`src/risqrt_pkg.sv`:
```
`timescale 1ns / 1ps

package risqrt_pkg;

  // Fixed field widths of the transactions.
  localparam int OPERAND_W = 32;
  localparam int ROOT_W    = 16;

  // Default word width that the square root works on.
  localparam int DATA_WIDTH_DEF = 32;

  // Control that travels down the chain of cells with each operand.
  typedef struct packed {
    logic valid;
    logic neg;
  } risqrt_ctl_t;

endpackage

```
`src/risqrt_if.sv`:
```
`timescale 1ns / 1ps

// Operand channel.
interface risqrt_in_if import risqrt_pkg::*; ();
  logic                        valid;
  logic                        ready;
  logic signed [OPERAND_W-1:0] operand;

  modport source (output valid, output operand, input ready);
  modport sink   (input valid, input operand, output ready);
endinterface

// Result channel.
interface risqrt_out_if import risqrt_pkg::*; ();
  logic              valid;
  logic              ready;
  logic [ROOT_W-1:0] root;
  logic              out_of_bounds;

  modport source (output valid, output root, output out_of_bounds, input ready);
  modport sink   (input valid, input root, input out_of_bounds, output ready);
endinterface

```
`src/risqrt_cell.sv`:
```
`timescale 1ns / 1ps

// One digit step of the square root. The cell holds one operand in flight
// and hands its remainder and partial root to the next cell.
module risqrt_cell import risqrt_pkg::*; #(
  parameter int DATA_WIDTH = DATA_WIDTH_DEF,
  parameter int STEP       = 0
) (
  input  logic                  clk_i,
  input  logic                  rst_ni,
  input  risqrt_ctl_t           up_ctl_i,
  input  logic [DATA_WIDTH-1:0] up_rem_i,
  input  logic [DATA_WIDTH-1:0] up_root_i,
  output logic                  up_ready_o,
  output risqrt_ctl_t           dn_ctl_o,
  output logic [DATA_WIDTH-1:0] dn_rem_o,
  output logic [DATA_WIDTH-1:0] dn_root_o,
  input  logic                  dn_ready_i
);

  localparam int                SHIFT = DATA_WIDTH - 2 - 2 * STEP;
  localparam logic [DATA_WIDTH:0] BIT_VAL = (DATA_WIDTH + 1)'(1) << SHIFT;

  logic                  valid_q, valid_d;
  logic                  neg_q;
  logic [DATA_WIDTH-1:0] rem_q, rem_d;
  logic [DATA_WIDTH-1:0] root_q, root_d;
  logic [DATA_WIDTH:0]   trial;
  logic [DATA_WIDTH:0]   root_sum;
  logic                  take;
  logic                  load;

  // The cell frees up when it is empty or when its content moves on.
  assign up_ready_o = !valid_q || dn_ready_i;
  assign load       = up_ctl_i.valid && up_ready_o;

  // Trial subtraction for this root digit.
  always_comb begin
    trial    = {1'b0, up_root_i} + BIT_VAL;
    take     = {1'b0, up_rem_i} >= trial;
    rem_d    = up_rem_i;
    root_sum = {1'b0, up_root_i};
    if (take) begin
      rem_d    = DATA_WIDTH'({1'b0, up_rem_i} - trial);
      root_sum = {1'b0, up_root_i} + (BIT_VAL << 1);
    end
    root_d  = DATA_WIDTH'(root_sum >> 1);
    valid_d = up_ready_o ? up_ctl_i.valid : valid_q;
  end

  // Valid flag under reset.
  always_ff @(posedge clk_i or negedge rst_ni) begin
    if (!rst_ni) begin
      valid_q <= 1'b0;
    end else begin
      valid_q <= valid_d;
    end
  end

  // Operand state, loaded with each accepted transaction.
  always_ff @(posedge clk_i) begin
    if (load) begin
      rem_q  <= rem_d;
      root_q <= root_d;
      neg_q  <= up_ctl_i.neg;
    end
  end

  assign dn_ctl_o.valid = valid_q;
  assign dn_ctl_o.neg   = neg_q;
  assign dn_rem_o       = rem_q;
  assign dn_root_o      = root_q;

  // A transaction taken in must show up in the cell next cycle.
  a_load_fills : assert property (@(posedge clk_i) disable iff (!rst_ni)
    load |=> valid_q)
    else $error("cell did not capture an accepted transaction");

  // A blocked cell keeps its content unchanged.
  a_hold_when_blocked : assert property (@(posedge clk_i) disable iff (!rst_ni)
    valid_q && !dn_ready_i |=> valid_q && $stable(rem_q) && $stable(root_q))
    else $error("blocked cell lost or changed its content");

endmodule

```
`src/risqrt_round.sv`:
```
`timescale 1ns / 1ps

// Final stage: rounds the truncated root to nearest, applies the sign check
// and holds the result until the result channel takes it.
module risqrt_round import risqrt_pkg::*; #(
  parameter int DATA_WIDTH = DATA_WIDTH_DEF
) (
  input  logic                  clk_i,
  input  logic                  rst_ni,
  input  risqrt_ctl_t           up_ctl_i,
  input  logic [DATA_WIDTH-1:0] up_rem_i,
  input  logic [DATA_WIDTH-1:0] up_root_i,
  output logic                  up_ready_o,
  risqrt_out_if.source          out_o
);

  logic              valid_q, valid_d;
  logic [ROOT_W-1:0] root_q, root_d;
  logic              oob_q;
  logic              load;
  logic [DATA_WIDTH:0] rounded;

  assign up_ready_o = !valid_q || out_o.ready;
  assign load       = up_ctl_i.valid && up_ready_o;

  // Round up when the remainder exceeds the truncated root.
  always_comb begin
    rounded = {1'b0, up_root_i} + (DATA_WIDTH + 1)'(up_rem_i > up_root_i);
    root_d  = up_ctl_i.neg ? '0 : ROOT_W'(rounded);
    valid_d = up_ready_o ? up_ctl_i.valid : valid_q;
  end

  always_ff @(posedge clk_i or negedge rst_ni) begin
    if (!rst_ni) begin
      valid_q <= 1'b0;
    end else begin
      valid_q <= valid_d;
    end
  end

  always_ff @(posedge clk_i) begin
    if (load) begin
      root_q <= root_d;
      oob_q  <= up_ctl_i.neg;
    end
  end

  assign out_o.valid         = valid_q;
  assign out_o.root          = root_q;
  assign out_o.out_of_bounds = oob_q;

  // An out-of-bounds result always carries a zero root.
  a_oob_zero_root : assert property (@(posedge clk_i) disable iff (!rst_ni)
    valid_q && oob_q |-> root_q == '0)
    else $error("out-of-bounds result with a non-zero root");

  // A negative operand reaching this stage yields the error flag.
  a_neg_flags : assert property (@(posedge clk_i) disable iff (!rst_ni)
    load && up_ctl_i.neg |=> valid_q && oob_q)
    else $error("negative operand did not raise the error flag");

endmodule

```
`src/rounded_integer_square_root_core.sv`:
```
`timescale 1ns / 1ps

// An accepted operand passes one cell per root digit, then the rounding
// register, before its result is valid, longer under stall. Throughput: one
// transaction per cycle when not stalled; the chain closes up bubbles, so
// operands are taken while a finished result waits, until the chain is full.
// Reset clears only the valid flags of the cells and the result register.
module rounded_integer_square_root_core import risqrt_pkg::*; #(
  parameter int DATA_WIDTH = DATA_WIDTH_DEF
) (
  input  logic         clk_i,
  input  logic         rst_ni,
  risqrt_in_if.sink    in_i,
  risqrt_out_if.source out_o
);

  localparam int NUM_CELLS = DATA_WIDTH / 2;

  risqrt_ctl_t           ctl  [NUM_CELLS+1];
  logic [DATA_WIDTH-1:0] rem  [NUM_CELLS+1];
  logic [DATA_WIDTH-1:0] root [NUM_CELLS+1];
  logic                  rdy  [NUM_CELLS+1];
  logic [DATA_WIDTH-1:0] operand_x;

  // Only the low DATA_WIDTH bits count; the top one of them is the sign.
  assign operand_x  = DATA_WIDTH'($unsigned(in_i.operand));
  assign ctl[0].valid = in_i.valid;
  assign ctl[0].neg   = operand_x[DATA_WIDTH-1];
  assign rem[0]       = operand_x;
  assign root[0]      = '0;
  assign in_i.ready   = rdy[0];

  // Chain of digit cells, from the highest power of four downwards.
  for (genvar k = 0; k < NUM_CELLS; k++) begin : g_cell
    risqrt_cell #(
      .DATA_WIDTH (DATA_WIDTH),
      .STEP       (k)
    ) u_cell (
      .clk_i      (clk_i),
      .rst_ni     (rst_ni),
      .up_ctl_i   (ctl[k]),
      .up_rem_i   (rem[k]),
      .up_root_i  (root[k]),
      .up_ready_o (rdy[k]),
      .dn_ctl_o   (ctl[k+1]),
      .dn_rem_o   (rem[k+1]),
      .dn_root_o  (root[k+1]),
      .dn_ready_i (rdy[k+1])
    );
  end

  // Rounding and result register.
  risqrt_round #(
    .DATA_WIDTH (DATA_WIDTH)
  ) u_round (
    .clk_i      (clk_i),
    .rst_ni     (rst_ni),
    .up_ctl_i   (ctl[NUM_CELLS]),
    .up_rem_i   (rem[NUM_CELLS]),
    .up_root_i  (root[NUM_CELLS]),
    .up_ready_o (rdy[NUM_CELLS]),
    .out_o      (out_o)
  );

endmodule

```
`src/flat_wrapper.sv`:
```
// flat-port wrapper written by rule: the top's interface ports become plain ports
module rounded_integer_square_root_core_flat import risqrt_pkg::*;
#(
  parameter int DATA_WIDTH = DATA_WIDTH_DEF
)
  (clk_i, rst_ni, in_i_valid, in_i_operand, in_i_ready, out_o_valid, out_o_root, out_o_out_of_bounds, out_o_ready);
  risqrt_in_if in_i_i ();
  risqrt_out_if out_o_i ();
  input  logic clk_i;
  input  logic rst_ni;
  input wire logic [$bits(in_i_i.valid)-1:0] in_i_valid;
  input wire logic [$bits(in_i_i.operand)-1:0] in_i_operand;
  output wire logic [$bits(in_i_i.ready)-1:0] in_i_ready;
  output wire logic [$bits(out_o_i.valid)-1:0] out_o_valid;
  output wire logic [$bits(out_o_i.root)-1:0] out_o_root;
  output wire logic [$bits(out_o_i.out_of_bounds)-1:0] out_o_out_of_bounds;
  input wire logic [$bits(out_o_i.ready)-1:0] out_o_ready;
  assign in_i_i.valid = in_i_valid;
  assign in_i_i.operand = in_i_operand;
  assign in_i_ready = in_i_i.ready;
  assign out_o_valid = out_o_i.valid;
  assign out_o_root = out_o_i.root;
  assign out_o_out_of_bounds = out_o_i.out_of_bounds;
  assign out_o_i.ready = out_o_ready;
  rounded_integer_square_root_core #(.DATA_WIDTH(DATA_WIDTH)) u_core (.clk_i(clk_i), .rst_ni(rst_ni), .in_i(in_i_i), .out_o(out_o_i));
endmodule
```
`config.mk`:
```
export PLATFORM = sky130hd
export DESIGN_NAME = rounded_integer_square_root_core_flat
export DESIGN_NICKNAME = d
export VERILOG_FILES = /design/src/risqrt_pkg.sv /design/src/risqrt_if.sv /design/src/risqrt_cell.sv /design/src/risqrt_round.sv /design/src/rounded_integer_square_root_core.sv /design/src/flat_wrapper.sv
export SDC_FILE = /design/constraint.sdc
export NUM_CORES = 1
export LEC_CHECK = 0
export BUFFER_PORTS_ARGS = -buffer_cell sky130_fd_sc_hd__buf_4
export CELL_PAD_IN_SITES_DETAIL_PLACEMENT = 0
export CELL_PAD_IN_SITES_GLOBAL_PLACEMENT = 2
export CORE_ASPECT_RATIO = 0.6
export CORE_MARGIN = 3
export CORE_UTILIZATION = 30
export DETAILED_ROUTE_END_ITERATION = 16
export PLACE_DENSITY_LB_ADDON = 0.1
export SYNTH_ARGS = -nofsm -noshare
export SYNTH_HDL_FRONTEND = slang
export SYNTH_SLANG_ARGS = --single-unit
export TNS_END_PERCENT = 5
```
`constraint.sdc`:
```
create_clock -name clk_i -period 14.1 [get_ports clk_i]
set_clock_uncertainty 0.2 [all_clocks]
set_input_delay 4.23 -clock clk_i [delete_from_list [all_inputs] [get_ports clk_i]]
set_output_delay 4.23 -clock clk_i [all_outputs]
set_load 0.01 [all_outputs]
```
-- After elaboration in Yosys (flattened, before gate mapping)
Cells that the tools add are included.
- flip-flop bits (word level): 1074
- bits of input ports: 36
- word-level logic and storage cells: 229
- add/sub/neg operators: 47
- $lt $le $gt $ge: 17
- multiplexer cells: 32
- reduce and logical (&&, ||, !) cells: 51
- operators with widths (operator ; count):
    2-to-1 mux 32 bit ; 32
    greater-or-equal comparator 32 x 33 -> 1 bit ; 15
    subtractor 32 bit ; 15
    adder 32 x 1 -> 33 bit (second input constant) ; 1
    adder 32 x 10 -> 33 bit (second input constant) ; 1
    adder 32 x 11 -> 33 bit (second input constant) ; 1
    adder 32 x 12 -> 33 bit (second input constant) ; 1
    adder 32 x 13 -> 33 bit (second input constant) ; 1
    adder 32 x 14 -> 33 bit (second input constant) ; 1
    adder 32 x 15 -> 33 bit (second input constant) ; 1
    adder 32 x 16 -> 33 bit (second input constant) ; 1
    adder 32 x 17 -> 33 bit (second input constant) ; 1
    adder 32 x 18 -> 33 bit (second input constant) ; 1
    adder 32 x 19 -> 33 bit (second input constant) ; 1
    adder 32 x 2 -> 33 bit (second input constant) ; 1
    adder 32 x 20 -> 33 bit (second input constant) ; 1
    adder 32 x 21 -> 33 bit (second input constant) ; 1
    adder 32 x 22 -> 33 bit (second input constant) ; 1
    adder 32 x 23 -> 33 bit (second input constant) ; 1
    adder 32 x 24 -> 33 bit (second input constant) ; 1
    adder 32 x 25 -> 33 bit (second input constant) ; 1
    adder 32 x 26 -> 33 bit (second input constant) ; 1
    adder 32 x 27 -> 33 bit (second input constant) ; 1
    adder 32 x 28 -> 33 bit (second input constant) ; 1
    16 further kinds ; 64

-- Longest topological paths before layout
- depth in word-level cells: 19
- gate-level depth with buffers: 16

-- By module
Synthesis repeated with hierarchy kept, for this count alone.
- cells, all modules: 7878
- area total of the unflattened synthesis: 78880.7 um2
- modules (own cells, without submodules) (module ; instances ; cells each ; area an instance (um2)):
    risqrt_cell at u_core.g_cell[15].u_cell ; 1 ; 525 ; 5262.5
    risqrt_cell at u_core.g_cell[12].u_cell ; 1 ; 562 ; 5238.8
    risqrt_cell at u_core.g_cell[10].u_cell ; 1 ; 533 ; 5188.7
    risqrt_cell at u_core.g_cell[11].u_cell ; 1 ; 501 ; 5108.6
    risqrt_cell at u_core.g_cell[13].u_cell ; 1 ; 553 ; 5076.1
    risqrt_cell at u_core.g_cell[14].u_cell ; 1 ; 536 ; 5023.6
    risqrt_cell at u_core.g_cell[9].u_cell ; 1 ; 509 ; 4864.7
    risqrt_cell at u_core.g_cell[8].u_cell ; 1 ; 452 ; 4760.8
    risqrt_cell at u_core.g_cell[4].u_cell ; 1 ; 444 ; 4759.6
    risqrt_cell at u_core.g_cell[5].u_cell ; 1 ; 461 ; 4737.0
    risqrt_cell at u_core.g_cell[7].u_cell ; 1 ; 489 ; 4665.7
    risqrt_cell at u_core.g_cell[6].u_cell ; 1 ; 487 ; 4662.0
    risqrt_cell at u_core.g_cell[3].u_cell ; 1 ; 428 ; 4652.0
    risqrt_cell at u_core.g_cell[0].u_cell ; 1 ; 400 ; 4405.5
    4 more rows ; - ; - ; -

-- Least setup slack after synthesis
No wires, ideal clock.
- kind: input-to-output
- start point: input out_o_ready
- end point: output in_i_ready
- data arrival time: 5.414 ns
- slack: 4.256 ns
- stages on the path: 6
- path buffers: 0
- cells stage by stage: nor2b_1 -> nand3_1 -> nor2_1 -> nand2_1 -> nor3_1 -> nand4_1
- longest elaborated chain between the ends: 17
- RTL lines (what ; line ; source):
    start: declaration ; flat_wrapper.sv:17 ; input wire logic [$bits(out_o_i.ready)-1:0] out_o_ready;
    logical OR 1 bit ; risqrt_round.sv:23 ; assign up_ready_o = !valid_q || out_o.ready;
    logical OR 1 bit (16 in series) ; risqrt_cell.sv:34 ; assign up_ready_o = !valid_q || dn_ready_i;
    end: declaration ; flat_wrapper.sv:13 ; output wire logic [$bits(in_i_i.ready)-1:0] in_i_ready;
No other way between the ends.

-- Worst setup path in the final report
Same ends and word-level chain as after synthesis.

==> results.ini <==
[status]
status=completed

[die]
die_width_um=436.0
ios=55
die-height_um=264.0
core_area_mm2=0.1087
dieArea_mm2=0.1151
initial_core_util_pct=30.62
num_rows=93

[setup_path]
cpMostUsedCell=buf_4
cpMaxStageDelayCell=nor3_1
crit_type=in2out
cp-end-kind=output port
slowest_delay_ps=580
arrival_ps=6430
crit_fanout=5
path_depth=8
cp_num_buf_inv=2
start_kind=primary input
worstPathRequired_ps=9670
reg2reg_depth=9
crit_chain=buf_4, nor2b_1, nand3_1, nor2_1, nand2_1, nor3_1, nand4_1, buf_4
crit_family=simple AND/OR/NAND/NOR gates

[cts]
post_cts_buffers=0
cts_root_buffer=clkbuf_16
clkLatencyLatePin_ps=670
htreeDepth=3
holdBufCountCts=0
cts_tree=done
cts_buffers=73
cts.sinks=698
cts_buffer_depth=3
cts_resized=0
clk_pin_slew_worst_paths_ps=60

[logic_synthesis]
synth_cells=2617
seq_area_frac_synth_pct=62.73
postSynthNetCount=2823
async_flop_share_pct=2.436
synth_area_per_cell_um2=12.72
yosysMostFrequentCell=edfxtp_1
synth-edff-count=681
synth_area_leaders=edfxtp_1, ha_1, xor2_1
synthFlopType=edfxtp_1
synth_commonest_cells=edfxtp_1, inv_1, nand2_1
ys_types=87
ys_seq_elements=698
synth_top_area_share_pct=61.45
syn_area_mm2=0.03328
synth_largest_area_cell=edfxtp_1
yosys_warnings=0

[worst_hold_path]
hold_path_depth=0
hp-class=reg2reg

[flow_run]
max-cap-violations=0

[power]
p_leak_uw=0.01436
vdd_drop_max_mv=0.09180
power_uw=6442
pwr_density_cell_mw_per_mm2=170.3

[timing]
rsz0062_at_grt=false
fin_crit_ps=10860
drv_slew=0
hold_violations=0
fin_crit_sh_pct=77.04
finalSetupTns_ps=0
setup_ws_ps=3238
setup_violations=0
max_slew_margin_pct=18.26
worst_slew_pin_slew_ps=1223
clock.fmax_ghz=0.09206

[place]
place_ws_ps=3166
dp_hpwl_um=65770
gp_congestion=0.8099
port_buffers=54

[finish]
area_growth_pct=13.65
fin_nets=2925
drive_above_1_share_pct=8.664

[grt]
track_usage_pct=15.09
grt_overflow_total=0
grt_pass1_vias=20060
antenna_found_initial=3
grt_pass1_wl_um=131300
grt_max_degree=50

[detailed_routing]
drt_iter0_drc=1598
post_drt_via_cell_ratio=4.861
drcViolationCount=0
wl_per_cell_um=20.54
drtPass1Iterations=5
final_antenna_net_count=0
vias=20630
routed_wl_um=87150

## per-layer routing
layer / GRT usage [%] / part of all wire [%]
met3: 3.591 / 5.8
met5: 0 / 0
met1: 25.61 / 57
met2: 18.72 / 36
met4: 2.485 / 1.2
## final timing paths
| path | startpoint | endpoint | slack (ps) |
|---|---|---|---|
| worst min register to register | u_core.g_cell[5].u_cell.neg_q$_DFFE_PP_ | u_core.g_cell[6].u_cell.neg_q$_DFFE_PP_ | 210 |
| max in group asynchronous | rst_ni | u_core.g_cell[7].u_cell.valid_q$_DFFE_PN0P_ | 10240 |
| min in group asynchronous | rst_ni | u_core.g_cell[0].u_cell.valid_q$_DFFE_PN0P_ | 3220 |
| worst max register to register | u_core.g_cell[7].u_cell.dn_rem_o[15]$_DFFE_PP_ | u_core.g_cell[8].u_cell.dn_rem_o[28]$_DFFE_PP_ | 10030 |
| worst min-delay path | u_core.g_cell[5].u_cell.neg_q$_DFFE_PP_ | u_core.g_cell[6].u_cell.neg_q$_DFFE_PP_ | 210 |
| worst max-delay path | out_o_ready | in_i_ready | 3240 |
## metrics by stage
stage | cells | util [%] | hold WS (ps) | area, um^2
after global routing | 4243 | 34.80 | 208.7 | 37820
after floorplan | 2617 | - | 200.3 | 33280
final | 4243 | 34.80 | 212.2 | 37820
after CTS | 4242 | 34.80 | 204.1 | 37820
after global placement | 4116 | 32.65 | 203.3 | 35490
after detailed placement | 4116 | 32.65 | 204.5 | 35490
## sequential cells by signal (all words and copies together) (netlist names)
name                                count
u_core.g_cell.u_cell.dn_root_o        136
u_core.u_round.out_o.out_of_bounds      1
u_core.u_round.out_o.valid              1
u_core.g_cell.u_cell.dn_rem_o         512
u_core.g_cell.u_cell.valid_q           16
u_core.g_cell.u_cell.neg_q             16
u_core.u_round.out_o.root              16
## cell type report
cell class                 instances  area, um^2
timing repair buffer              66       495.5
multi-input combinational       1673       11490
inverter                         207       779.5
tap                             1472        1842
sequential                       698       20880
fill                           10620       70860
clock buffer                      87        1889
clock inverter                    39       440.4
antenna                            1       2.502
## worst register-to-register path, stage by stage (launching register included)
cell,delay (ps)
edfxtp_1,420
inv_1,100
ha_1,150
or4b_2,630
nor4_1,650
a211o_1,290
a211o_1,500
nand2_1,240
or3b_2,490
xnor2_1,140
## kinds of logic (layout without fill, tap and decap cells)
| group | after synthesis | count (layout) | share of synthesized area [%] |
|---|---|---|---|
| adder cells (fa/ha/maj) | 170 | 170 | 6.392 |
| multiplexers | 26 | 26 | 0.8798 |
| other | 0 | 1 | 0 |
| buffers and inverters | 246 | 399 | 2.952 |
| AND/OR/NAND/NOR | 803 | 803 | 12.63 |
| XOR/XNOR | 228 | 228 | 6.001 |
| flip-flops | 698 | 698 | 62.73 |
| AO/OA/AOI/OAI | 446 | 446 | 8.415 |
## where the power goes
part | internal [uW] | total [uW] | switching, uW | leakage (uW)
Sequential | 2790 | 3070 | 285 | 0.00666
Clock | 1090 | 1940 | 846 | 0.00115
Combinational | 556 | 1430 | 871 | 0.00655
Total | 4440 | 6440 | 2000 | 0.0144
## placed cells by master, fill, tap and decap left out, drive strengths merged, types with 14 or more instances in the layout
master / count
inv: 212
clkinv: 27
nand4: 30
or3: 37
a211oi: 17
mux2: 20
xor2: 127
nor2: 160
or2: 14
and2: 22
a21o: 49
o21ai: 132
dfrtp: 17
buf: 66
ha: 170
nand2: 178
or4: 16
nand2b: 36
edfxtp: 681
o21a: 27
clkbuf: 87
nand3: 44
nor4: 79
a21oi: 120
xnor2: 101
nor4b: 16
nor3: 91
nor2b: 24
No activity file was read; power rests on OpenSTA's default activity.
